[config.mk]
export PLATFORM = sky130hd
export DESIGN_NAME = ipt_ctrl
export DESIGN_NICKNAME = d
export VERILOG_FILES = /design/src/rtl/ipt_pkg.sv /design/src/rtl/ipt_ctrl.sv
export SDC_FILE = /design/constraint.sdc
export NUM_CORES = 1
export LEC_CHECK = 0
export ABC_CLOCK_PERIOD_IN_PS = 9050
export BUFFER_PORTS_ARGS = -buffer_cell sky130_fd_sc_hd__buf_2
export CORE_AREA = 2 2 135 137
export DETAILED_ROUTE_END_ITERATION = 8
export DIE_AREA = 0 0 137 139
export SLEW_MARGIN = 5
export SYNTH_ARGS = -nofsm -noshare
export SYNTH_HDL_FRONTEND = slang
export SYNTH_SLANG_ARGS = --single-unit
[constraint.sdc]
create_clock -name clk_i -period 9.05 [get_ports clk_i]
set_input_delay 0.4525 -clock clk_i [delete_from_list [all_inputs] [get_ports clk_i]]
set_output_delay 0.4525 -clock clk_i [all_outputs]
set_load 0.02 [all_outputs]
[src/rtl/ipt_pkg.sv]
`default_nettype none
// ----------------------------------------------------------------------------
// ipt_pkg - indexed priority task table shared definitions
// Types, codes and defaults used by the cell chain, the controller and the top.
// ----------------------------------------------------------------------------
package ipt_pkg;

  localparam int unsigned TABLE_SLOTS_DEF = 64;
  localparam int unsigned PRIO_W          = 32;
  localparam int unsigned ID_W            = 16;
  localparam int unsigned KEY_W           = PRIO_W + ID_W;

  typedef enum logic [1:0] {
    OP_ADD    = 2'd0,
    OP_EDIT   = 2'd1,
    OP_REMOVE = 2'd2,
    OP_EXEC   = 2'd3
  } opcode_e;

  typedef enum logic [1:0] {
    ST_OK        = 2'd0,
    ST_EMPTY     = 2'd1,
    ST_FULL      = 2'd2,
    ST_NOT_FOUND = 2'd3
  } status_e;

  typedef enum logic [1:0] {
    S_IDLE   = 2'd0,
    S_REMOVE = 2'd1,
    S_INSERT = 2'd2
  } state_e;

  // payload of one table slot
  typedef struct packed {
    logic [PRIO_W-1:0] prio;
    logic [ID_W-1:0]   task_id;
    logic [ID_W-1:0]   user;
  } slot_t;

  typedef struct packed {
    logic  valid;
    slot_t data;
  } entry_t;

  // broadcast from the controller to every cell
  typedef struct packed {
    logic             rm_en;
    logic             ins_en;
    logic [KEY_W-1:0] key;
    slot_t            ins_slot;
    logic [ID_W-1:0]  match_tid;
  } cell_cmd_t;

  // table lookup results seen by the controller
  typedef struct packed {
    logic  hit;
    slot_t hit_slot;
    logic  empty;
    logic  full;
    slot_t head;
  } lookup_t;

endpackage
`default_nettype wire

[src/rtl/ipt_ctrl.sv]
`default_nettype none
// ----------------------------------------------------------------------------
// ipt_ctrl - request sequencer for the task table
// Decodes a request against the table lookup, steps the chain through its
// remove and insert passes and registers the response.
// ----------------------------------------------------------------------------
module ipt_ctrl (
  input  wire logic                          clk_i,
  input  wire logic                          rst_ni,
  input  wire logic                          start,
  input  wire logic [1:0]                    opcode_i,
  input  wire logic [ipt_pkg::ID_W-1:0]      user_id_i,
  input  wire logic [ipt_pkg::ID_W-1:0]      task_id_i,
  input  wire logic [ipt_pkg::PRIO_W-1:0]    priority_req_i,
  input  wire ipt_pkg::lookup_t              look_i,
  output logic                               busy,
  output ipt_pkg::cell_cmd_t                 cmd_o,
  output logic                               done_o,
  output logic [1:0]                         status_o,
  output logic [ipt_pkg::ID_W-1:0]           top_user_o
);

  ipt_pkg::state_e           state_q, state_d;
  logic [ipt_pkg::KEY_W-1:0] rm_key_q, rm_key_d;
  ipt_pkg::slot_t            ins_q, ins_d;
  logic                      ins_pend_q, ins_pend_d;
  logic                      done_q, done_d;
  ipt_pkg::status_e          status_q, status_d;
  logic [ipt_pkg::ID_W-1:0]  top_user_q, top_user_d;

  // state register
  always_ff @(posedge clk_i or negedge rst_ni) begin
    if (!rst_ni) begin
      state_q <= ipt_pkg::S_IDLE;
      done_q  <= 1'b0;
    end else begin
      state_q <= state_d;
      done_q  <= done_d;
    end
  end

  // request and response payload
  always_ff @(posedge clk_i) begin
    rm_key_q   <= rm_key_d;
    ins_q      <= ins_d;
    ins_pend_q <= ins_pend_d;
    status_q   <= status_d;
    top_user_q <= top_user_d;
  end

  // next state and decode
  always_comb begin
    state_d    = state_q;
    rm_key_d   = rm_key_q;
    ins_d      = ins_q;
    ins_pend_d = ins_pend_q;
    done_d     = 1'b0;
    status_d   = status_q;
    top_user_d = top_user_q;
    case (state_q)
      ipt_pkg::S_IDLE: begin
        if (start) begin
          status_d   = ipt_pkg::ST_OK;
          top_user_d = '0;
          ins_d      = '{prio: priority_req_i, task_id: task_id_i, user: user_id_i};
          rm_key_d   = {look_i.hit_slot.prio, task_id_i};
          ins_pend_d = 1'b0;
          case (ipt_pkg::opcode_e'(opcode_i))
            ipt_pkg::OP_ADD: begin
              if (look_i.hit) begin
                ins_pend_d = 1'b1;
                state_d    = ipt_pkg::S_REMOVE;
              end else if (look_i.full) begin
                status_d = ipt_pkg::ST_FULL;
                done_d   = 1'b1;
              end else begin
                state_d = ipt_pkg::S_INSERT;
              end
            end
            ipt_pkg::OP_EDIT: begin
              ins_d.user = look_i.hit_slot.user;
              if (look_i.hit) begin
                ins_pend_d = 1'b1;
                state_d    = ipt_pkg::S_REMOVE;
              end else begin
                status_d = ipt_pkg::ST_NOT_FOUND;
                done_d   = 1'b1;
              end
            end
            ipt_pkg::OP_REMOVE: begin
              if (look_i.hit) begin
                state_d = ipt_pkg::S_REMOVE;
              end else begin
                status_d = ipt_pkg::ST_NOT_FOUND;
                done_d   = 1'b1;
              end
            end
            default: begin
              // execute top: pop the head cell
              rm_key_d = {look_i.head.prio, look_i.head.task_id};
              if (look_i.empty) begin
                status_d = ipt_pkg::ST_EMPTY;
                done_d   = 1'b1;
              end else begin
                top_user_d = look_i.head.user;
                state_d    = ipt_pkg::S_REMOVE;
              end
            end
          endcase
        end
      end
      ipt_pkg::S_REMOVE: begin
        if (ins_pend_q) begin
          state_d = ipt_pkg::S_INSERT;
        end else begin
          state_d = ipt_pkg::S_IDLE;
          done_d  = 1'b1;
        end
      end
      ipt_pkg::S_INSERT: begin
        state_d = ipt_pkg::S_IDLE;
        done_d  = 1'b1;
      end
      default: begin
        state_d = ipt_pkg::S_IDLE;
      end
    endcase
  end

  // chain command
  always_comb begin
    cmd_o.rm_en     = (state_q == ipt_pkg::S_REMOVE);
    cmd_o.ins_en    = (state_q == ipt_pkg::S_INSERT);
    cmd_o.key       = (state_q == ipt_pkg::S_REMOVE) ? rm_key_q : {ins_q.prio, ins_q.task_id};
    cmd_o.ins_slot  = ins_q;
    cmd_o.match_tid = task_id_i;
  end

  assign busy       = (state_q != ipt_pkg::S_IDLE);
  assign done_o     = done_q;
  assign status_o   = status_q;
  assign top_user_o = top_user_q;

endmodule
`default_nettype wire

[Word-level counts from Yosys, hierarchy flattened]
Index checks and enable logic that the tools add are counted.
Word-level totals
  word-level logic and storage cells: 51
  register bits: 134
  output and inout bits: 150
Operators by class
  equal/unequal tests: 8
  muxes and demuxes: 25
  reduce and logical (&&, ||, !) cells: 9
Operator list (count)
  48-bit 2-to-1 mux: 2
  2-bit 2-to-1 mux: 9
  16-bit 2-to-1 mux: 1
  2-bit case mux with 2 select lines: 3
  1-bit 2-to-1 mux: 8
  2-bit by 1-bit == test with 1-bit output, second input constant: 2
  2-bit == test, second input constant: 2
  2-bit zero test: 2
  4-bit by 3-bit != test with 1-bit output, second input constant: 1
  4-bit != test, second input constant: 1
  4-bit AND reduction: 1
  2-bit OR reduction: 2
  4-bit OR reduction: 1
  3-bit != test, second input constant: 1
  1-bit case mux with 3 select lines: 1
  3-bit OR reduction: 1
  2-bit != test, second input constant: 1
  1-bit case mux with 2 select lines: 1
  2-bit AND reduction: 1
  2-bit nonzero test: 1

[Longest topological paths before layout]
Gate-level depths: netlist of run 1.
  word-level depth: 5
  depth in mapped cells: 6
  depth with buffers taken out: 5

[Least setup slack after synthesis of run 1]
OpenSTA, ideal clock, no wires.
  kind: reg2reg
  start point: reg state_q[0]
  end point: reg ins_q (netlist bit cmd_o[16]), enable pin
  path buffers: 0
  clock period less this slack: 6885 ps
  path slack: 2165 ps
  cell stages (with the launch flop): 3
  arrival: 6260 ps
  cell sequence: dfrtp_1 > or2_2 > nor2_1
Between the ends
  cells in the longest elaborated chain, start to end: 2
RTL lines
  start: declaration: line ipt_ctrl.sv:23  | ipt_pkg::state_e state_q, state_d;
  start signal: assignment: line ipt_ctrl.sv:34  | state_q <= ipt_pkg::S_IDLE;
  start signal: assignment: line ipt_ctrl.sv:37  | state_q <= state_d;
  2-bit zero test: line ipt_ctrl.sv:60  | case (state_q)
  2-bit AND reduction (no source line)
  end signal: assignment: line ipt_ctrl.sv:45  | ins_q <= ins_d;
  end: declaration: line ipt_ctrl.sv:25  | ipt_pkg::slot_t ins_q, ins_d;
No other way between the ends.
A chain may end at the register's enable or synchronous reset.

==> flow_metrics.env, run 1 <==
export IMPL_grt_util_met1_pct=16.4
export IMPL_cts_buffers=17
export IMPL_grt_use_met3_pct=6.25
export IMPL_finalHoldViolCount=0
export IMPL_die_h_um=139
export IMPL_track_usage_pct=15.1
export IMPL_final_max_slew_viol_count=0
export IMPL_p_leak_nw=3.50
export IMPL_synth_adder_area_share_pct=0.871
export IMPL_setup_viol=0
export IMPL_use_met2_pct=26.2
export IMPL_gr_total_overflow=0
export IMPL_synth_warnings=0
export IMPL_portBuffers=333
export IMPL_max_freq_ghz=0.347
export IMPL_finalCriticalPeriod_ns=2.88
export IMPL_synth_compound_area_share_pct=0.740
export IMPL_cts_root_buffer="clkbuf_16"
export IMPL_dieArea_mm2=0.0190
export IMPL_drive_above_1_share_pct=72.7
export IMPL_cts_tree="yes"
export IMPL_crit_arrival_ns=2.43
export IMPL_path_max_fanout=26
export IMPL_path_cells="nand2b_2 -> buf_4 -> mux2_2 -> buf_2"
export IMPL_drv_cap=0
export IMPL_cts_sinks=134
export IMPL_relSlewSlack_pct=31.7
export IMPL_fp_dieW_um=137
export IMPL_place_congestion=0.773
export IMPL_ioPinCount=350
export IMPL_drt_pass1_iter_count=4
export IMPL_clock_skew_ns=0.00896
export IMPL_min_period_over_period_pct=31.8
export IMPL_grt_start_max_net_pins=68
export IMPL_fill_cells=1629
export IMPL_htree_num_levels=4
export IMPL_yosysSeqAreaShare_pct=69.7
export IMPL_worstMarginPinSlew_ns=1.02
export IMPL_synthSimpleGateAreaFrac_pct=3.24
export IMPL_syn_area_mm2=0.00575
export IMPL_drt_wl_total_um=14800
export IMPL_fin_tns_setup_ns=0
export IMPL_rsz0062_at_grt="false"
export IMPL_start_util_pct=32.6
export IMPL_critPathRequiredTime_ns=8.60
export IMPL_drc=0
export IMPL_crit_path_start_kind="flop"
export IMPL_dp_hpwl_um=10900
export IMPL_grt_pass1_wl_um=21600
export IMPL_hold_class="in2reg"
export IMPL_syn_inst=323
export IMPL_wl_per_cell_um=16.6
export IMPL_critical_path_max_stage_delay_ns=0.61
export IMPL_worst_setup_path_end_kind="output port"
export IMPL_cts_buffer_depth=2
export IMPL_synth_xor_area_share_pct=0
export IMPL_core_mm2=0.0177
export IMPL_grt_busiest_layer="met2"
export IMPL_dr_first_iter_drc_count=177
export IMPL_status="finished, final reports clean"
export IMPL_clk_pin_slew_ns=0.06
export IMPL_layout_nets=853
export IMPL_crit_slowest_cell="nand2b_2"
export IMPL_insertedDiodeCount=0
export IMPL_grt_pass1_vias=4088
export IMPL_cts_resized=0
export IMPL_synth_avg_cell_area_um2=17.8
export IMPL_ys_types=24
export IMPL_vias=3992
export IMPL_vdd_drop_max_uv=117
export IMPL_p_total_mw=1.75
export IMPL_fp_row_count=49
export IMPL_synth_net_count=527
export IMPL_antenna_found_initial=0
export IMPL_powerDensity_mw_per_mm2=215
export IMPL_area_growth_pct=41.8
export IMPL_viasPerCell=4.48
export IMPL_ant_nets=0
export IMPL_synthMuxAreaShare_pct=21.9
export IMPL_insertion_delay_ns=0.41
export IMPL_ys_ff_latch=134
export IMPL_synth_top_family_by_area="multiplexers"
export IMPL_path_class="reg2out"
==> cell usage in the layout, fill, tap and decap left out, types with 2 or more instances in the layout <==
master / synthesis / layout
buf_2: 7 / 333
edfxtp_1: 131 / 131
mux2_2: 108 / 108
clkbuf_16: 0 / 17
and2_1: 16 / 16
clkinvlp_4: 0 / 5
nand2_1: 4 / 4
nor2_1: 5 / 4
inv_1: 4 / 4
mux2_1: 4 / 4
buf_4: 16 / 4
ha_1: 4 / 3
clkinv_4: 0 / 3
dfrtp_1: 3 / 3
a21oi_1: 2 / 2
bufinv_16: 0 / 2
inv_6: 0 / 2
clkinv_2: 0 / 2
==> cell type report <==
cell class                      instances  area, µm²  area share (%)
Clock buffer                           17        425            5.22
Clock inverter                         15        155            1.90
Inverter                                4       15.0           0.184
Multi-Input combinational cell        154       1550            19.1
Sequential cell                       134       4010            49.2
Tap cell                              229        287            3.52
Timing Repair Buffer                  338       1710            20.9
==> final timing paths <==
check / cells after the start / end / slack [ns] / startpoint
min in group asynchronous: 2 / state_q[0] / 0.40 / rst_ni
setup / recovery: 4 / cmd_o[96] / 6.17 / state_q[1]
max in group asynchronous: 2 / done_o / 8.54 / rst_ni
setup reg to reg: 4 / cmd_o[44] / 6.23 / state_q[0]
hold reg to reg: 1 / state_q[1] / 0.45 / state_q[1]
hold / removal: 1 / cmd_o[79] / 0.22 / priority_req_i[31]
==> Yosys cell counts (all sizes together) <==
cell,instances,area (µm²)
or2,1,6.26
and2,16,100
inv,4,15.0
o31ai,1,7.51
o21a,1,7.51
ha,4,50.1
nor4,1,12.5
a21oi,2,10.0
edfxtp,131,3930
or3,1,6.26
buf,23,155
nor2,5,18.8
or4b,1,10.0
nor2b,1,6.26
dfrtp,3,75.1
nor3,1,5.00
a2111oi,1,8.76
a211o,1,8.76
nand2,4,15.0
mux2,112,1260
clkbuf,8,30.0
nand2b,1,6.26
==> registers in the layout (all words and copies together), names as in the netlist <==
signal      count
ins_pend_q      1
done_o          1
status_o        2
state_q         2
rm_key_q       48
cmd_o          64
top_user_o     16
==> layer usage <==
metal	up-vias	routed length [µm]
li1	1866	-
met1	1908	5610
met3	17	1510
met5	-	0
met4	0	203
met2	201	7450
==> worst max-delay path: cells and delay by family, from the launching register on <==
family | cells | cell delay (ns)
and+or+nand+nor | 1 | 0.61
DFF | 1 | 0.36
muxes | 1 | 0.38
buffers and inverters | 2 | 0.64
==> repair_timing <==
action / 4_1_cts / 5_1_grt
hold endpoints to repair: 3 / 0
setup buffers: 0 / 0
hold buffers: 1 / 0
endpoints found under the setup margin: 0 / 0
==> where the power goes <==
| group | leakage [nW] | total (mW) | internal [mW] | switching [mW] |
|---|---|---|---|---|
| registers | 1.30 | 0.768 | 0.751 | 0.0165 |
| clock network | 0.269 | 0.673 | 0.406 | 0.267 |
| logic | 1.93 | 0.310 | 0.124 | 0.186 |
| total | 3.50 | 1.75 | 1.28 | 0.470 |
==> stage by stage <==
stage	util [%]	cells	setup slack, ns	hold slack (ns)	instance area [µm²]
finish	46.2	891	6.17	0.218	8150
global route	46.2	891	6.00	0.192	8150
CTS	46.2	891	6.08	0.195	8150
detailed placement	42.8	858	6.18	0.254	7560
global placement	42.8	858	6.26	0.251	7560
floorplan	-	323	2.17	0.157	5750
==> cell families (layout without fill, tap and decap cells) <==
logic type,Yosys count,in the layout
AO/OA/AOI/OAI,6,6
AND/OR/NAND/NOR,32,32
multiplexers,112,112
buffers and inverters,35,374
flip-flops,134,134
adder cells (fa/ha/maj),4,4
(Power assumes the default switching activity.)
==> run 2: changes to the inputs <==
--- a/config.mk
+++ b/config.mk
@@ -5,7 +5,7 @@
 export SDC_FILE = /design/constraint.sdc
 export NUM_CORES = 1
 export LEC_CHECK = 0
-export ABC_CLOCK_PERIOD_IN_PS = 9050
+export ABC_CLOCK_PERIOD_IN_PS = 3000
 export BUFFER_PORTS_ARGS = -buffer_cell sky130_fd_sc_hd__buf_2
 export CORE_AREA = 2 2 135 137
 export DETAILED_ROUTE_END_ITERATION = 8
==> constraint.sdc (replaced) <==
create_clock -name clk_i -period 3 [get_ports clk_i]
set_input_delay 0.15 -clock clk_i [delete_from_list [all_inputs] [get_ports clk_i]]
set_output_delay 0.15 -clock clk_i [all_outputs]
set_load 0.02 [all_outputs]
==> flow_metrics.env, run 2 (synthesis results as in run 1) <==
export IMPL_area_growth_pct=53.4
export IMPL_final_cell_mix="333 x buf_2, 131 x edfxtp_1, 108 x mux2_2"
export IMPL_dieArea_mm2=0.0190
export IMPL_powerDensity_mw_per_mm2=609
export IMPL_viasPerCell=4.40
export IMPL_grt_start_max_net_pins=66
export IMPL_wl_per_cell_um=16.0
export IMPL_use_met2_pct=28.6
export IMPL_fin_ws_ns=0.653
export IMPL_post_cts_setup_buffers=0
export IMPL_grt_pass1_wl_um=22600
export IMPL_p_total_mw=5.37
export IMPL_hold_class="in2reg"
export IMPL_fp_dieW_um=137
export IMPL_cts_tree="yes"
export IMPL_insertedDiodeCount=0
export IMPL_grt_util_met1_pct=16.4
export IMPL_layout_nets=916
export IMPL_clock_skew_ns=0.0149
export IMPL_core_mm2=0.0177
export IMPL_cts_root_buffer="clkbuf_16"
export IMPL_insertion_delay_ns=0.42
export IMPL_finalCriticalPeriod_ns=2.35
export IMPL_gr_total_overflow=0
export IMPL_status="finished, final reports clean"
export IMPL_place_congestion=0.733
export IMPL_vias=4202
export IMPL_placed_area_mm2=0.00760
export IMPL_ant_nets=0
export IMPL_cts_resized=0
export IMPL_vdd_drop_max_uv=356
export IMPL_relSlewSlack_pct=29.7
export IMPL_drt_wl_total_um=15300
export IMPL_dp_worst_setup_slack_ns=0.822
export IMPL_antenna_found_initial=0
export IMPL_largest_register_ffs=64
export IMPL_grt_use_met3_pct=5.99
export IMPL_crit_path_start_kind="flop"
export IMPL_fp_row_count=49
export IMPL_die_h_um=139
export IMPL_worstMarginPinSlew_ns=1.05
export IMPL_dp_hpwl_um=10900
export IMPL_ctsHoldBuffers=61
export IMPL_design_area_mm2=0.00882
export IMPL_cts_buffer_depth=2
export IMPL_path_max_fanout=29
export IMPL_portBuffers=333
export IMPL_finalHoldViolCount=0
export IMPL_dr_first_iter_drc_count=165
export IMPL_final_max_slew_viol_count=0
export IMPL_crit_slowest_cell="nand2b_2"
export IMPL_htree_num_levels=4
export IMPL_crit_arrival_ns=2.20
export IMPL_fill_cells=1561
export IMPL_p_leak_nw=3.78
export IMPL_critPathRequiredTime_ns=2.85
export IMPL_worst_setup_path_end_kind="output port"
export IMPL_path_cells="nand2b_2 -> buf_12 -> mux2_2 -> buf_2"
export IMPL_fin_util_pct=50.0
export IMPL_critical_path_max_stage_delay_ns=0.57
export IMPL_ioPinCount=350
export IMPL_drv_cap=0
export IMPL_r2r_slack_ns=1.35
export IMPL_track_usage_pct=15.7
export IMPL_clk_pin_slew_ns=0.06
export IMPL_rsz0062_at_grt="false"
export IMPL_start_util_pct=32.6
export IMPL_cts_sinks=134
export IMPL_hold_ws_ns=0.0209
export IMPL_setup_viol=0
export IMPL_max_freq_ghz=0.426
export IMPL_cts_buffers=17
export IMPL_grt_busiest_layer="met2"
export IMPL_drc=0
export IMPL_path_class="reg2out"
export IMPL_layout_commonest_cell="buf_2"
export IMPL_cp_top_family="simple AND/OR/NAND/NOR gates"
export IMPL_grt_pass1_vias=4492
export IMPL_drt_pass1_iter_count=4
export IMPL_critPathBufInv=2
export IMPL_drive_above_1_share_pct=66.2
export IMPL_min_period_over_period_pct=78.2
## run 2: cell count changes in the layout (fill, tap and decap cells not counted), sizes merged
cell,change
clkbuf,+2
clkinvlp,-1
inv,+2
clkinv,-3
dlygate4sd3,+63
## run 2: report_power, final
part           switching, mW  internal, mW  leakage [nW]  total, mW
Combinational          0.573         0.443          2.21       1.02
Sequential            0.0507          2.26          1.30       2.31
Clock                  0.809          1.23         0.271       2.04
Total                   1.43          3.94          3.78       5.37
## run 2: per-stage QoR
step                std cells  TNS (ns)
floorplan                 323     -8.13
global placement          858         0
detailed placement        858         0
CTS                       951         0
global route              954         0
finish                    954         0
## run 2: area by class of cell
class | instances | area, µm² | area share (%)
flip-flops and latches | 134 | 4010 | 45.4
repair buffers | 401 | 2370 | 26.9
multi-input cells | 154 | 1560 | 17.6
clock buffers | 19 | 433 | 4.91
well taps | 229 | 287 | 3.25
clock inverters | 13 | 148 | 1.67
inverters | 4 | 15.0 | 0.170
## run 2: worst paths after layout
kind / end / cells past startpoint / from
worst min-delay path: top_user_o[5] / 2 / look_i[5]
worst max-delay path: cmd_o[105] / 4 / state_q[1]
min in group asynchronous: state_q[1] / 2 / rst_ni
max in group asynchronous: state_q[0] / 2 / rst_ni
worst min register to register: state_q[1] / 1 / state_q[1]
worst max register to register: done_o / 4 / state_q[1]
## run 2: per-layer routing
metal	vias up	wire (µm)
met3	15	1310
met5	-	0
met2	205	7970
li1	1995	-
met4	0	179
met1	1987	5810
