## src/rtl/ipt_pkg.sv

```systemverilog
`default_nettype none
// ----------------------------------------------------------------------------
// ipt_pkg - indexed priority task table shared definitions
// Types, codes and defaults used by the cell chain, the controller and the top.
// ----------------------------------------------------------------------------
package ipt_pkg;

  localparam int unsigned TABLE_SLOTS_DEF = 64;
  localparam int unsigned PRIO_W          = 32;
  localparam int unsigned ID_W            = 16;
  localparam int unsigned KEY_W           = PRIO_W + ID_W;

  typedef enum logic [1:0] {
    OP_ADD    = 2'd0,
    OP_EDIT   = 2'd1,
    OP_REMOVE = 2'd2,
    OP_EXEC   = 2'd3
  } opcode_e;

  typedef enum logic [1:0] {
    ST_OK        = 2'd0,
    ST_EMPTY     = 2'd1,
    ST_FULL      = 2'd2,
    ST_NOT_FOUND = 2'd3
  } status_e;

  typedef enum logic [1:0] {
    S_IDLE   = 2'd0,
    S_REMOVE = 2'd1,
    S_INSERT = 2'd2
  } state_e;

  // payload of one table slot
  typedef struct packed {
    logic [PRIO_W-1:0] prio;
    logic [ID_W-1:0]   task_id;
    logic [ID_W-1:0]   user;
  } slot_t;

  typedef struct packed {
    logic  valid;
    slot_t data;
  } entry_t;

  // broadcast from the controller to every cell
  typedef struct packed {
    logic             rm_en;
    logic             ins_en;
    logic [KEY_W-1:0] key;
    slot_t            ins_slot;
    logic [ID_W-1:0]  match_tid;
  } cell_cmd_t;

  // table lookup results seen by the controller
  typedef struct packed {
    logic  hit;
    slot_t hit_slot;
    logic  empty;
    logic  full;
    slot_t head;
  } lookup_t;

endpackage
`default_nettype wire

```

## src/rtl/ipt_cell.sv

```systemverilog
`default_nettype none
// ----------------------------------------------------------------------------
// ipt_cell - one cell of the sorted task chain
// Holds one entry; shifts toward the head on removal and toward the tail on
// insertion, keeping the chain sorted by descending (priority, task id).
// ----------------------------------------------------------------------------
module ipt_cell (
  input  wire logic               clk_i,
  input  wire logic               rst_ni,
  input  wire ipt_pkg::cell_cmd_t cmd_i,
  input  wire ipt_pkg::entry_t    prev_i,
  input  wire logic               prev_lt_i,
  input  wire ipt_pkg::entry_t    next_i,
  output ipt_pkg::entry_t         entry_o,
  output logic                    lt_o,
  output logic                    hit_o
);

  logic                      valid_q, valid_d;
  ipt_pkg::slot_t            data_q, data_d;
  logic [ipt_pkg::KEY_W-1:0] my_key;
  logic                      key_gt;

  // key compare against the broadcast key
  assign my_key = {data_q.prio, data_q.task_id};
  assign key_gt = my_key > cmd_i.key;
  assign lt_o   = !valid_q || (my_key < cmd_i.key);
  assign hit_o  = valid_q && (data_q.task_id == cmd_i.match_tid);

  assign entry_o.valid = valid_q;
  assign entry_o.data  = data_q;

  // next cell contents
  always_comb begin
    valid_d = valid_q;
    data_d  = data_q;
    if (cmd_i.rm_en && valid_q && !key_gt) begin
      valid_d = next_i.valid;
      data_d  = next_i.data;
    end else if (cmd_i.ins_en && lt_o) begin
      if (!prev_lt_i) begin
        valid_d = 1'b1;
        data_d  = cmd_i.ins_slot;
      end else begin
        valid_d = prev_i.valid;
        data_d  = prev_i.data;
      end
    end
  end

  // valid flag
  always_ff @(posedge clk_i or negedge rst_ni) begin
    if (!rst_ni) begin
      valid_q <= 1'b0;
    end else begin
      valid_q <= valid_d;
    end
  end

  // payload
  always_ff @(posedge clk_i) begin
    data_q <= data_d;
  end

endmodule
`default_nettype wire

```

## config.mk

```make
export PLATFORM = sky130hd
export DESIGN_NAME = ipt_cell
export DESIGN_NICKNAME = d
export VERILOG_FILES = /design/src/rtl/ipt_pkg.sv /design/src/rtl/ipt_cell.sv
export SDC_FILE = /design/constraint.sdc
export NUM_CORES = 1
export LEC_CHECK = 0
export ABC_AREA = 1
export BUFFER_PORTS_ARGS = -buffer_cell sky130_fd_sc_hd__buf_2
export CORE_AREA = 8 8 121 123
export CTS_CLUSTER_SIZE = 24
export DETAILED_ROUTE_END_ITERATION = 12
export DIE_AREA = 0 0 129 131
export PLACE_DENSITY = 0.79
export REMOVE_ABC_BUFFERS = 1
export SYNTH_ARGS = -nofsm -noshare
export SYNTH_HDL_FRONTEND = slang
export SYNTH_SLANG_ARGS = --single-unit
```

## constraint.sdc

```tcl
create_clock -name clk_i -period 7 [get_ports clk_i]
set_input_delay 1.4 -clock clk_i [delete_from_list [all_inputs] [get_ports clk_i]]
set_output_delay 1.4 -clock clk_i [all_outputs]
set_load 0.01 [all_outputs]
```

# After elaboration in Yosys (flattened, before gate mapping)
# Index checks and enable logic that the tools add are counted.
# classes
reduce_logical	8
magnitude_cmp	2
n_mux	6
eq_ne	1
# ops
cell	n
two-way mux 64 bit	3
greater-than comparator 48 bit	1
< comparator 48 bit	1
== test 16 bit	1
logical AND 1 bit	4
two-way mux 1 bit	3
logical NOT 1 bit	2
nonzero test 2 bit	1
logical OR 1 bit	1
# word_totals
ff_bits	65
output_inout_bits	67
in_bits	263
word_cells	21

# Depth between registers and ports, before layout
# Gate-level depths: netlist of run 1.
# depth
ltp_word	5
ltp_mapped	19
mapped_depth_nobuf	18

# Least setup slack after synthesis of run 1
# OpenSTA, ideal clock, no wires.
# synth_path
kind	input-to-reg
startpoint	input cmd_i[127] in the netlist's numbering
endpoint	register data_q, in the netlist entry_o[0] (enable)
path_buffers	1
t_arrival_ns	3.984
setup_slack_ns	2.592
stages	13
cell_sequence	inv_1 -> ha_1 -> nand2_1 -> nor2_2 -> nand2_1 -> nor2_2 -> inv_1 -> nor2_2 -> nand2_1 -> nand2_2 -> nand2_4 -> buf_8 -> nand2_1
# synth_via
elab_chain_cells	4
word_cells_on_any_way	7
# synth_rtl
item	line_no	rtl
start: declaration	ipt_cell.sv:10	input wire ipt_pkg::cell_cmd_t cmd_i,
greater-than comparator 48 bit or < comparator 48 bit (tied branches)	ipt_cell.sv:26, ipt_cell.sv:27	
logical NOT 1 bit or logical OR 1 bit (tied branches)	ipt_cell.sv:37, ipt_cell.sv:27	
logical AND 1 bit (on tied branches)	ipt_cell.sv:37, ipt_cell.sv:40	
nonzero test 2 bit (no line) *	--	
end signal: assignment	ipt_cell.sv:62	data_q <= data_d;
end: declaration	ipt_cell.sv:20	ipt_pkg::slot_t data_q, data_d;
# Mark *: on every way between the ends. The rest lies on a longest branch, timed or not.
# A chain may end at the register's enable or synchronous reset.

# Worst setup path after layout of run 1
# layout_path
startpoint	input cmd_i[107] in the netlist's numbering
endpoint	output lt_o
# layout_via
elab_chain_cells	2
# layout_rtl
item	line_no	rtl
< comparator 48 bit	ipt_cell.sv:27	assign lt_o = !valid_q || (my_key < cmd_i.key);
logical OR 1 bit	ipt_cell.sv:27	
end: declaration	ipt_cell.sv:15	output logic lt_o,
# No other way between the ends.

==> results of run 1 <==
## worst max-delay path, stage by stage
cell,delay [ps]
buf_2,80
inv_1,30
ha_1,280
nand2_1,50
inv_1,60
nand3_1,60
nor3_1,240
nand2_1,140
nor2_2,120
nand2_1,70
nand3_2,80
nand2_1,70
buf_2,150
## layer usage
layer	global-route usage (%)	up-vias	routed length, um
met5	0	-	0
met4	11.1	0	608
met3	5.80	46	1610
met2	36.3	266	9510
met1	27.2	2530	7790
li1	-	2791	-
## cells by family after synthesis
logic type	synth area share, %
AO/OA/AOI/OAI	15.7
XOR/XNOR	0.492
adder cells (fa/ha/maj)	11.2
buffers and inverters	9.53
flip-flops	36.4
AND/OR/NAND/NOR	26.6
## final timing paths
check                           slack [ps]  cells after the start               endpoint                   from
worst max-delay path                  2760                     13                   lt_o             cmd_i[107]
worst max register to register        4030                     14  entry_o[24]$_DFFE_PP_  entry_o[43]$_DFFE_PP_
worst min-delay path                   680                      2    valid_q$_DFFE_PN0P_    valid_q$_DFFE_PN0P_
worst min register to register         680                      2    valid_q$_DFFE_PN0P_    valid_q$_DFFE_PN0P_
max in group asynchronous             6080                      1    valid_q$_DFFE_PN0P_                 rst_ni
min in group asynchronous              840                      1    valid_q$_DFFE_PN0P_                 rst_ni
## power breakdown
| part | total, uW | leakage (uW) | internal, uW | switching, uW |
|---|---|---|---|---|
| logic | 985 | 0.00305 | 369 | 616 |
| clock network | 396 | 0.000123 | 235 | 161 |
| registers | 735 | 0.000634 | 640 | 95.5 |
| total | 2120 | 0.00380 | 1240 | 873 |
## registers in the layout, indices dropped and copies added, names as in the netlist
name and cells:
entry_o 64, valid_q 1
## layout by cell type (no fill, tap or decap), types with 5 or more instances in the layout
cell / instances
a21oi_1: 21
buf_2: 329
buf_4: 5
clkbuf_16: 9
edfxtp_1: 64
ha_1: 48
inv_1: 77
nand2_1: 139
nand3_1: 72
nor2_1: 12
o211ai_1: 35
o211ai_2: 29
o21ai_0: 10
or2_2: 64
## synthesized netlist by cell type, types with 2 or more instances
master / n
nor2_1: 12
nand2_1: 140
buf_2: 11
inv_1: 78
buf_4: 2
nand3_1: 72
clkbuf_1: 14
o211ai_2: 29
o21ai_0: 10
nor2_2: 3
or2_2: 64
edfxtp_1: 64
buf_1: 5
o211ai_1: 35
a21oi_1: 21
o22ai_1: 3
nor3_1: 2
o21a_1: 2
ha_1: 48
xor2_1: 2
nor4_1: 3
buf_12: 3
a221oi_1: 2
## through the flow
step	total power [uW]	instances	area, sq um	setup slack, ps	hold slack [ps]
2_1_floorplan	1290	598	5130	1490	595
3_3_place_gp	1710	1108	7040	2800	666
3_5_place_dp	1730	1108	7040	2750	695
4_1_cts	2140	1123	7290	2740	702
5_1_grt	2280	1126	7300	2590	691
6_report	2120	1126	7300	2760	681
## layout make-up
| class | instances | area (sq um) |
|---|---|---|
| well taps | 176 | 220 |
| fillers | 1200 | 5580 |
| clock inverters | 4 | 21.3 |
| repair buffers | 334 | 1680 |
| clock buffers | 11 | 233 |
| flip-flops and latches | 65 | 1950 |
| diodes | 3 | 7.51 |
| inverters | 78 | 293 |
| multi-input cells | 455 | 2890 |
==> metrics, run 1 <==
Mapped Area=~0.0053 sq mm; Main synth FF type=edfxtp_1; Remaining DRCs=0; top cell type by total area after synthesis=edfxtp_1; Crit Path Class=in -> out; vias=5633; Seq/Total Area, Yosys=a little over a third; register clock-pin slew on the reported worst setup and hold paths=roughly 50 ps; unrepaired setup endpoints after global routing=false; placed wire-length estimate=about 15 mm; Die H=around 130 um; Area Growth Syn to Fin=36.6%; fmax=approximately 240 MHz; CTS Sinks=65; Die Footprint=0.0169 sq mm; vias in the first global route=roughly 5700; gr usage total=about 22%; ys async rst share=roughly 1.5%; clock skew=~6.2 ps; Tmin final=between 4000 and 5000 ps; vias per cell=about 5; placer congestion estimate=0.863; Total Routed Length=between 15 and 20 mm; initial antenna violation count=3; CTS Buf Count=9; CP Max Fanout=2; PortBufs=roughly 330; #FFs+latches synth=65; Worst Setup End Kind=primary output; Final Hold Viols=0; Avg Synthesized Cell Area=approximately 8.4 sq um; Worst-Margin Slew=around 940 ps; VDD IR max=between 0.0001 and 0.00015 V; post-route ant nets=0; postcts setup bufs=0; Slew Viols, Final=0; share of cells above drive strength 1=around 47%; final setup vio count=0; DR WL/cell=17.3 um; pwr dens=roughly 290 mW/mm^2; Rel. slew slack=about 37%; H-tree levels=3; drt first pass iters=5; largest net degree at the start of global routing=67; Max Cap Viol=0; ranking of synthesized cells by area=edfxtp_1 36%, ha_1 11%, nand2_1 9.8%; 1st-iter DRT viols=411; status=completed; CORE AREA=between 0.01 and 0.015 sq mm; Pleak=0.00380 uW; fin nets=1254; # rows=42; Syn. warnings=0; Starting Density=roughly 41%; Synth cell types=32; Mapped Cells=634; # resized after CTS=0; Setup crit start kind=primary input; Core Util, Final=56.7%; grt total ovfl=0; CTS Root Cell=clkbuf_16; global-route wire length before repair=about 29 mm; Post-CTS Hold Buffers=0; clock buffer depth=2; Worst EP arrival=2840 ps; Die Wd=about 130 um; worst min path class=reg -> reg; Tcrit/Tclk final=between 60% and 70%; Synth top area share=about 36%; I/O pin total=330; CTS tree=built; CP required=between 5000 and 6000 ps; number of synthesized flops with an enable pin=64; worst skew pair latency=330 ps; Sum Neg Setup Slack=0 ps
Note: power is estimated with default switching activity, not from simulation.
==> inputs of run 2 (changes only) <==
--- a/config.mk
+++ b/config.mk
@@ -7,11 +7,11 @@
 export LEC_CHECK = 0
 export ABC_AREA = 1
 export BUFFER_PORTS_ARGS = -buffer_cell sky130_fd_sc_hd__buf_2
-export CORE_AREA = 8 8 121 123
+export CORE_AREA = 8 8 123 125
 export CTS_CLUSTER_SIZE = 24
 export DETAILED_ROUTE_END_ITERATION = 12
-export DIE_AREA = 0 0 129 131
-export PLACE_DENSITY = 0.79
+export DIE_AREA = 0 0 131 133
+export PLACE_DENSITY = 0.77
 export REMOVE_ABC_BUFFERS = 1
 export SYNTH_ARGS = -nofsm -noshare
 export SYNTH_HDL_FRONTEND = slang
==> constraint.sdc (replaced) <==
create_clock -name clk_i -period 4.1 [get_ports clk_i]
set_input_delay 0.82 -clock clk_i [delete_from_list [all_inputs] [get_ports clk_i]]
set_output_delay 0.82 -clock clk_i [all_outputs]
set_load 0.01 [all_outputs]
==> run 2 against run 1 <==
Design area up 0.99%. Critical path type unchanged. Largest power group unchanged. Clock power up 98%. Sequential share of layout area down 0.26 points. Combinational power up 73%. Via count down 0.23%. Clock skew down 0.51 ps. Die area up 3.1%. Register-to-register slack worse by 2800 ps. Clock-buffer cell count unchanged. Core utilization down 0.36 points.
==> metrics, run 2 (same netlist as run 1, synthesis figures left out) <==
most frequent cells in the layout=329 x buf_2, 139 x nand2_1, 77 x inv_1; FF-to-FF setup slack=1190 ps (-2840 ps); # rows=42 (unchanged); vias in the first global route=5680 (+0.44%); clock skew=5.74 ps (-0.509 ps); VDD IR max=0.000313 V (+120%); worst min path class=in -> async; most numerous cell on the critical path=nand2_1; CTS Root Cell=clkbuf_16; cells along the critical path=buf_2, inv_1, ha_1, nand2_1, inv_1, nand3_1, nor3_1, nand2_1, nor2_2, nand2_1, nand3_2, nand2_1, buf_2; Worst Setup End Kind=primary output; drt first pass iters=6 (+1); Worst-Margin Slew=890 ps (-47.8 ps); Area Growth Syn to Fin=38.0%; Total Routed Length=19.2 mm (-1.8%); Pleak=0.00384 uW (+1.0%); ant diodes=0 (-3); Tmin final=3180 ps; placed wire-length estimate=15.5 mm (+1.6%); vias=5620 (-0.23%); fin nets=1255 (+0.080%); Total Power=3730 uW (+76%); CP required=3280 ps (-2320 ps); I/O pin total=330 (unchanged); crit path buf inv count=4 (unchanged); Starting Density=40.8% (-0.67 points); Remaining DRCs=0 (unchanged); postcts setup bufs=0 (unchanged); Setup crit start kind=primary input; RR Startpoint=entry_o[43]$_DFFE_PP_; grt total ovfl=0 (unchanged); design area=0.00737 sq mm (+0.99%); max FFs per register=64 (unchanged); register clock-pin slew on the reported worst setup and hold paths=50 ps (about the same); placer congestion estimate=0.867 (+0.46%); Crit Reg-Reg Endpoint=entry_o[40]$_DFFE_PP_; DR WL/cell=17.0 um (-1.7%); CTS Buf Count=9 (unchanged); Max Cap Viol=0 (unchanged); CTS tree=built; Worst EP arrival=2360 ps (-480 ps); cell family with most CP delay=simple AND/OR/NAND/NOR gates; initial antenna violation count=0 (-3); post-route ant nets=0 (unchanged); clock buffer depth=2 (unchanged); share of cells above drive strength 1=47.3% (+0.056 points); placed insts=1109 (+0.090%); Die H=133 um (+1.5%); Tcrit/Tclk final=approximately 78%; Max stage delay on crit path=300 ps (+20 ps); H-tree levels=3 (unchanged); fmax=roughly 310 MHz; status=completed; unrepaired setup endpoints after global routing=false; Die Footprint=0.0174 sq mm (+3.1%); PortBufs=329 (unchanged); 1st-iter DRT viols=356 (-13%); # resized after CTS=0 (unchanged); largest net degree at the start of global routing=66 (-1.5%); final setup vio count=0 (unchanged); Crit Path Class=in -> out; Final Hold Viols=0 (unchanged); placed inst area=0.00707 sq mm (+0.46%); R2R depth=13 (-1); Slew Viols, Final=0 (unchanged); global-route wire length before repair=29.2 mm (+0.59%); Post-CTS Hold Buffers=0 (unchanged); CP Max Fanout=2 (unchanged); slowest CP cell=nor3_1; CORE AREA=0.0131 sq mm (+1.6%); vias per cell=5.00 (about the same); Rel. slew slack=40.6% (+3.2 points); Die Wd=131 um (+1.6%); final cell count without fillers=1124 (-0.18%); gr usage total=21.6% (-0.84 points); CTS Sinks=65 (unchanged); most common cell after layout, fill and taps aside=buf_2; pwr dens=506 mW/mm^2 (+75%); worst skew pair latency=320 ps (about the same)
run 2: worst max-delay path by stage:
stage	from	endpoint	slack, ps	cells after the start
3_5_place_dp	cmd_i[107]	entry_o[23]$_DFFE_PP_	610	15
3_3_place_gp	cmd_i[107]	entry_o[62]$_DFFE_PP_	650	14
4_1_cts	cmd_i[107]	lt_o	900	13
6_report	cmd_i[107]	lt_o	920	13
5_1_grt	cmd_i[119]	entry_o[55]$_DFFE_PP_	690	15
2_1_floorplan	cmd_i[127]	entry_o[0]$_DFFE_PP_	-830	12
run 2: report_power, final:
part	total (uW)	internal [uW]	switching [uW]
Combinational	1700	649	1050
Sequential	1250	1090	161
Clock	784	526	259
run 2: cell type report:
| class | instances | area, sq um |
|---|---|---|
| tap | 176 | 220 |
| fill | 1223 | 5710 |
| timing repair buffer | 335 | 1720 |
| inverter | 78 | 293 |
| multi-input combinational | 455 | 2890 |
| sequential | 65 | 1950 |
| clock inverter | 4 | 68.8 |
| clock buffer | 11 | 233 |
run 2: stage by stage:
step	hold slack (ps)	util (%)	setup slack, ps	TNS, ps
after global placement	599	54.0	645	0
after CTS	245	56.3	902	0
after floorplan	524	-	-825	-53550
after detailed placement	596	54.0	608	0
final	263	56.3	917	0
after global routing	244	56.3	689	0
run 2: metal layers:
layer / wire length [um] / up-vias / share of wire [%] / track usage, %
li1: - / 2786 / - / -
met1: 7230 / 2550 / 38 / 24.4
met2: 9700 / 251 / 51 / 37.7
met3: 1750 / 33 / 9.2 / 5.91
met4: 475 / 0 / 2.5 / 7.59
met5: 0 / - / 0 / 0
==> inputs of run 3 (changes only) <==
--- a/config.mk
+++ b/config.mk
@@ -5,13 +5,14 @@
 export SDC_FILE = /design/constraint.sdc
 export NUM_CORES = 1
 export LEC_CHECK = 0
-export ABC_AREA = 1
+export ABC_AREA = 0
 export BUFFER_PORTS_ARGS = -buffer_cell sky130_fd_sc_hd__buf_2
-export CORE_AREA = 8 8 123 125
+export CORE_ASPECT_RATIO = 1.1
+export CORE_MARGIN = 8
+export CORE_UTILIZATION = 40
 export CTS_CLUSTER_SIZE = 24
 export DETAILED_ROUTE_END_ITERATION = 12
-export DIE_AREA = 0 0 131 133
-export PLACE_DENSITY = 0.77
+export PLACE_DENSITY = 0.78
 export REMOVE_ABC_BUFFERS = 1
 export SYNTH_ARGS = -nofsm -noshare
 export SYNTH_HDL_FRONTEND = slang
==> constraint.sdc (replaced) <==
create_clock -name clk_i -period 2.82 [get_ports clk_i]
set_input_delay 0.564 -clock clk_i [delete_from_list [all_inputs] [get_ports clk_i]]
set_output_delay 0.564 -clock clk_i [all_outputs]
set_load 0.01 [all_outputs]
==> run 3 against run 2 <==
The run now ends with negative setup slack left. Area after synthesis down 0.28%. Clock power up 36%. Via count down 14%. Worst hold slack worse by 250 ps. Critical path depth down 4. Non-clock buffer count up 53. Highest routed layer is now met5.
==> metrics, run 3 <==
Area Growth Syn to Fin=55.7%; Rel. slew slack=75.6% (+35 points); Crit Reg-Reg Endpoint=entry_o[40]$_DFFE_PP_; placed wire-length estimate=14.4 mm (-7.2%); Sum Neg Setup Slack=-20680 ps (-20680 ps); H-tree levels=3 (unchanged); Worst EP arrival=2520 ps (+160 ps); worst skew pair latency=330 ps (about the same); gr usage total=19.7% (-1.9 points); VDD IR max=0.000324 V (+3.6%); clock network fraction of design power=18.6% (-2.4 points); Main synth FF type=edfxtp_1; placer congestion estimate=0.829 (-4.4%); clock buffer depth=2 (unchanged); ant diodes=0 (unchanged); Worst-Margin Slew=366 ps (-525 ps); Mapped Cells=421 (-34%); Total Routed Length=18.8 mm (-1.9%); fmax=roughly 320 MHz; final worst slack=-268 ps (-1190 ps); I/O pin total=330 (unchanged); CTS Buf Count=9 (unchanged); vias in the first global route=5185 (-8.7%); DR WL/cell=19.4 um (+14%); share of cells above drive strength 1=68.9% (+22 points); fin nets=1116 (-11%); #FFs+latches synth=65 (unchanged); register clock-pin slew on the reported worst setup and hold paths=50 ps (about the same); status=finished, violations left; most frequent cells in the layout=328 x buf_2, 68 x mux2_2, 64 x edfxtp_1; FF-to-FF setup slack=-240 ps (-1430 ps); worst slack at placement=-400 ps (-1010 ps); 1st-iter DRT viols=124 (-65%); Tcrit/Tclk final=109%; worst min path class=in -> async; max FFs per register=64 (unchanged); most common cell after layout, fill and taps aside=buf_2; clock skew=11.6 ps (+5.82 ps); vias=4857 (-14%); Setup crit start kind=register; CP Max Fanout=2 (unchanged); met2 usage=38.4% (+0.72 points); Slew Viols, Final=0 (unchanged); CTS Sinks=65 (unchanged); Critical Path End=lt_o; Max Cap Viol=0 (unchanged); Pleak=0.00424 uW (+10%); R2R depth=9 (-4); top cell type by total area after synthesis=edfxtp_1; PortBufs=329 (unchanged); internal power=3840 uW (+70%); most frequent cell after synthesis=mux2_2; initial antenna violation count=1 (+1); Tmin final=3090 ps; unrepaired setup endpoints after global routing=true; # fillers=1055 (-14%); met1 usage=19.4% (-5.0 points); grt total ovfl=0 (unchanged); CTS tree=built; Switching Share=33.4% (-6.0 points); global-route wire length before repair=26.7 mm (-8.8%); Seq pwr share=29.8% (-3.6 points); Switch Pwr=1930 uW (+31%); CP Launch Point=entry_o[59]$_DFFE_PP_; post-route ant nets=0 (unchanged); drt first pass iters=4 (-2); Die Wd=126 um (-3.8%); Seq/Total Area, Yosys=36.5% (+0.10 points); Worst Setup End Kind=primary output; vias per cell=5.01 (+0.25%); CORE AREA=0.0131 sq mm (+0.13%); CTS Root Cell=clkbuf_16; pwr dens=695 mW/mm^2 (+37%); Die Footprint=0.0173 sq mm (-0.87%); combinational share of power=51.6% (+6.0 points); Avg Synthesized Cell Area=12.7 sq um (+50%); final setup vio count=129 (+129); failing checks=negative setup slack; largest net degree at the start of global routing=66 (unchanged); Final Hold Viols=0 (unchanged); CP required=2260 ps (-1020 ps); gr busiest metal=met2; Starting Density=40.7% (-0.17 points); RR Startpoint=entry_o[40]$_DFFE_PP_; Mapped Area=0.00533 sq mm (-0.28%); global-route met3 utilization=6.66% (+0.76 points); Synth top cells by count=68 x mux2_2, 64 x edfxtp_1, 60 x mux2_4, 50 x inv_1, 48 x ha_1; # rows=44 (+4.8%); Synth cell types=43 (+34%); ranking of synthesized cells by area=edfxtp_1 36%, mux2_4 17%, mux2_2 14%; number of synthesized flops with an enable pin=64 (unchanged); Crit Path Class=reg -> out; Post-CTS Hold Buffers=0 (unchanged); Die H=137 um (+3.0%); Syn. warnings=0 (unchanged); Remaining DRCs=0 (unchanged); Synth top area share=36.1% (+0.10 points); Core Util, Final=63.3% (+7.0 points); ys async rst share=1.54% (unchanged)
[run 3: power groups by stage]
stage	sequential, uW	clock [uW]	combinational [uW]
6_report	1720	1070	2980
5_1_grt	1750	1120	3210
4_1_cts	1700	1090	2740
3_5_place_dp	1710	0	2330
3_3_place_gp	1700	0	2280
2_1_floorplan	1850	0	1230
[run 3: final cells by class]
cell class | instances | area (sq um) | area share, %
Inverter | 50 | 188 | 2.26
Clock buffer | 10 | 229 | 2.76
Timing Repair Buffer | 388 | 2420 | 29.2
Clock inverter | 4 | 46.3 | 0.558
Tap cell | 161 | 201 | 2.43
Multi-Input combinational cell | 291 | 3260 | 39.4
Sequential cell | 65 | 1950 | 23.5
[run 3: cells by family after synthesis]
group / synth area share [%]
adders and majority gates: 11.3
muxes: 31.3
AOI/OAI and AO/OA: 5.80
buffers and inverters: 6.62
and+or+nand+nor: 5.85
DFF: 36.5
xor gates and xnor gates: 2.63
[run 3: repair_timing]
action	in CTS	in global routing
endpoints found under the setup margin	129	129
gates resized for setup	21	21
pin swaps	8	16
cloned	6	7
buffers inserted	13	4
[run 3: metal layers]
| layer | part of all wire (%) | vias to the layer above | wire length [um] |
|---|---|---|---|
| met5 | 0.069 | - | 13 |
| met3 | 7.5 | 19 | 1410 |
| met2 | 54 | 200 | 10200 |
| met4 | 1.7 | 2 | 313 |
| li1 | - | 2342 | - |
| met1 | 36 | 2294 | 6840 |
[run 3: per-stage QoR]
stage                     instances  total power (uW)  area [sq um]  hold WS, ps
after global placement          927              3980          7320          339
after global routing            969              6090          8300        0.108
after detailed placement        927              4040          7320          344
final                           969              5760          8300         11.7
after floorplan                 406              3070          5160          268
after CTS                       960              5530          7990        0.775
[run 3: worst max-delay path, cell delays in order (launching register included)]
cell      delay (ps)
edfxtp_1         450
ha_4             310
nand4_1          230
nor4b_2          310
buf_4            160
nand3_2           50
a311o_1          280
a21boi_4         150
and2_4           150
buf_6            110
[run 3: worst min-delay path by stage]
stage / from / endpoint / slack [ps] / cells after the start
after floorplan: rst_ni / valid_q$_DFFE_PN0P_ / 270 / 0
after CTS: rst_ni / valid_q$_DFFE_PN0P_ / 0.8 / 1
after detailed placement: rst_ni / valid_q$_DFFE_PN0P_ / 340 / 1
after global placement: rst_ni / valid_q$_DFFE_PN0P_ / 340 / 1
after global routing: rst_ni / valid_q$_DFFE_PN0P_ / 0.1 / 1
final: rst_ni / valid_q$_DFFE_PN0P_ / 10 / 1
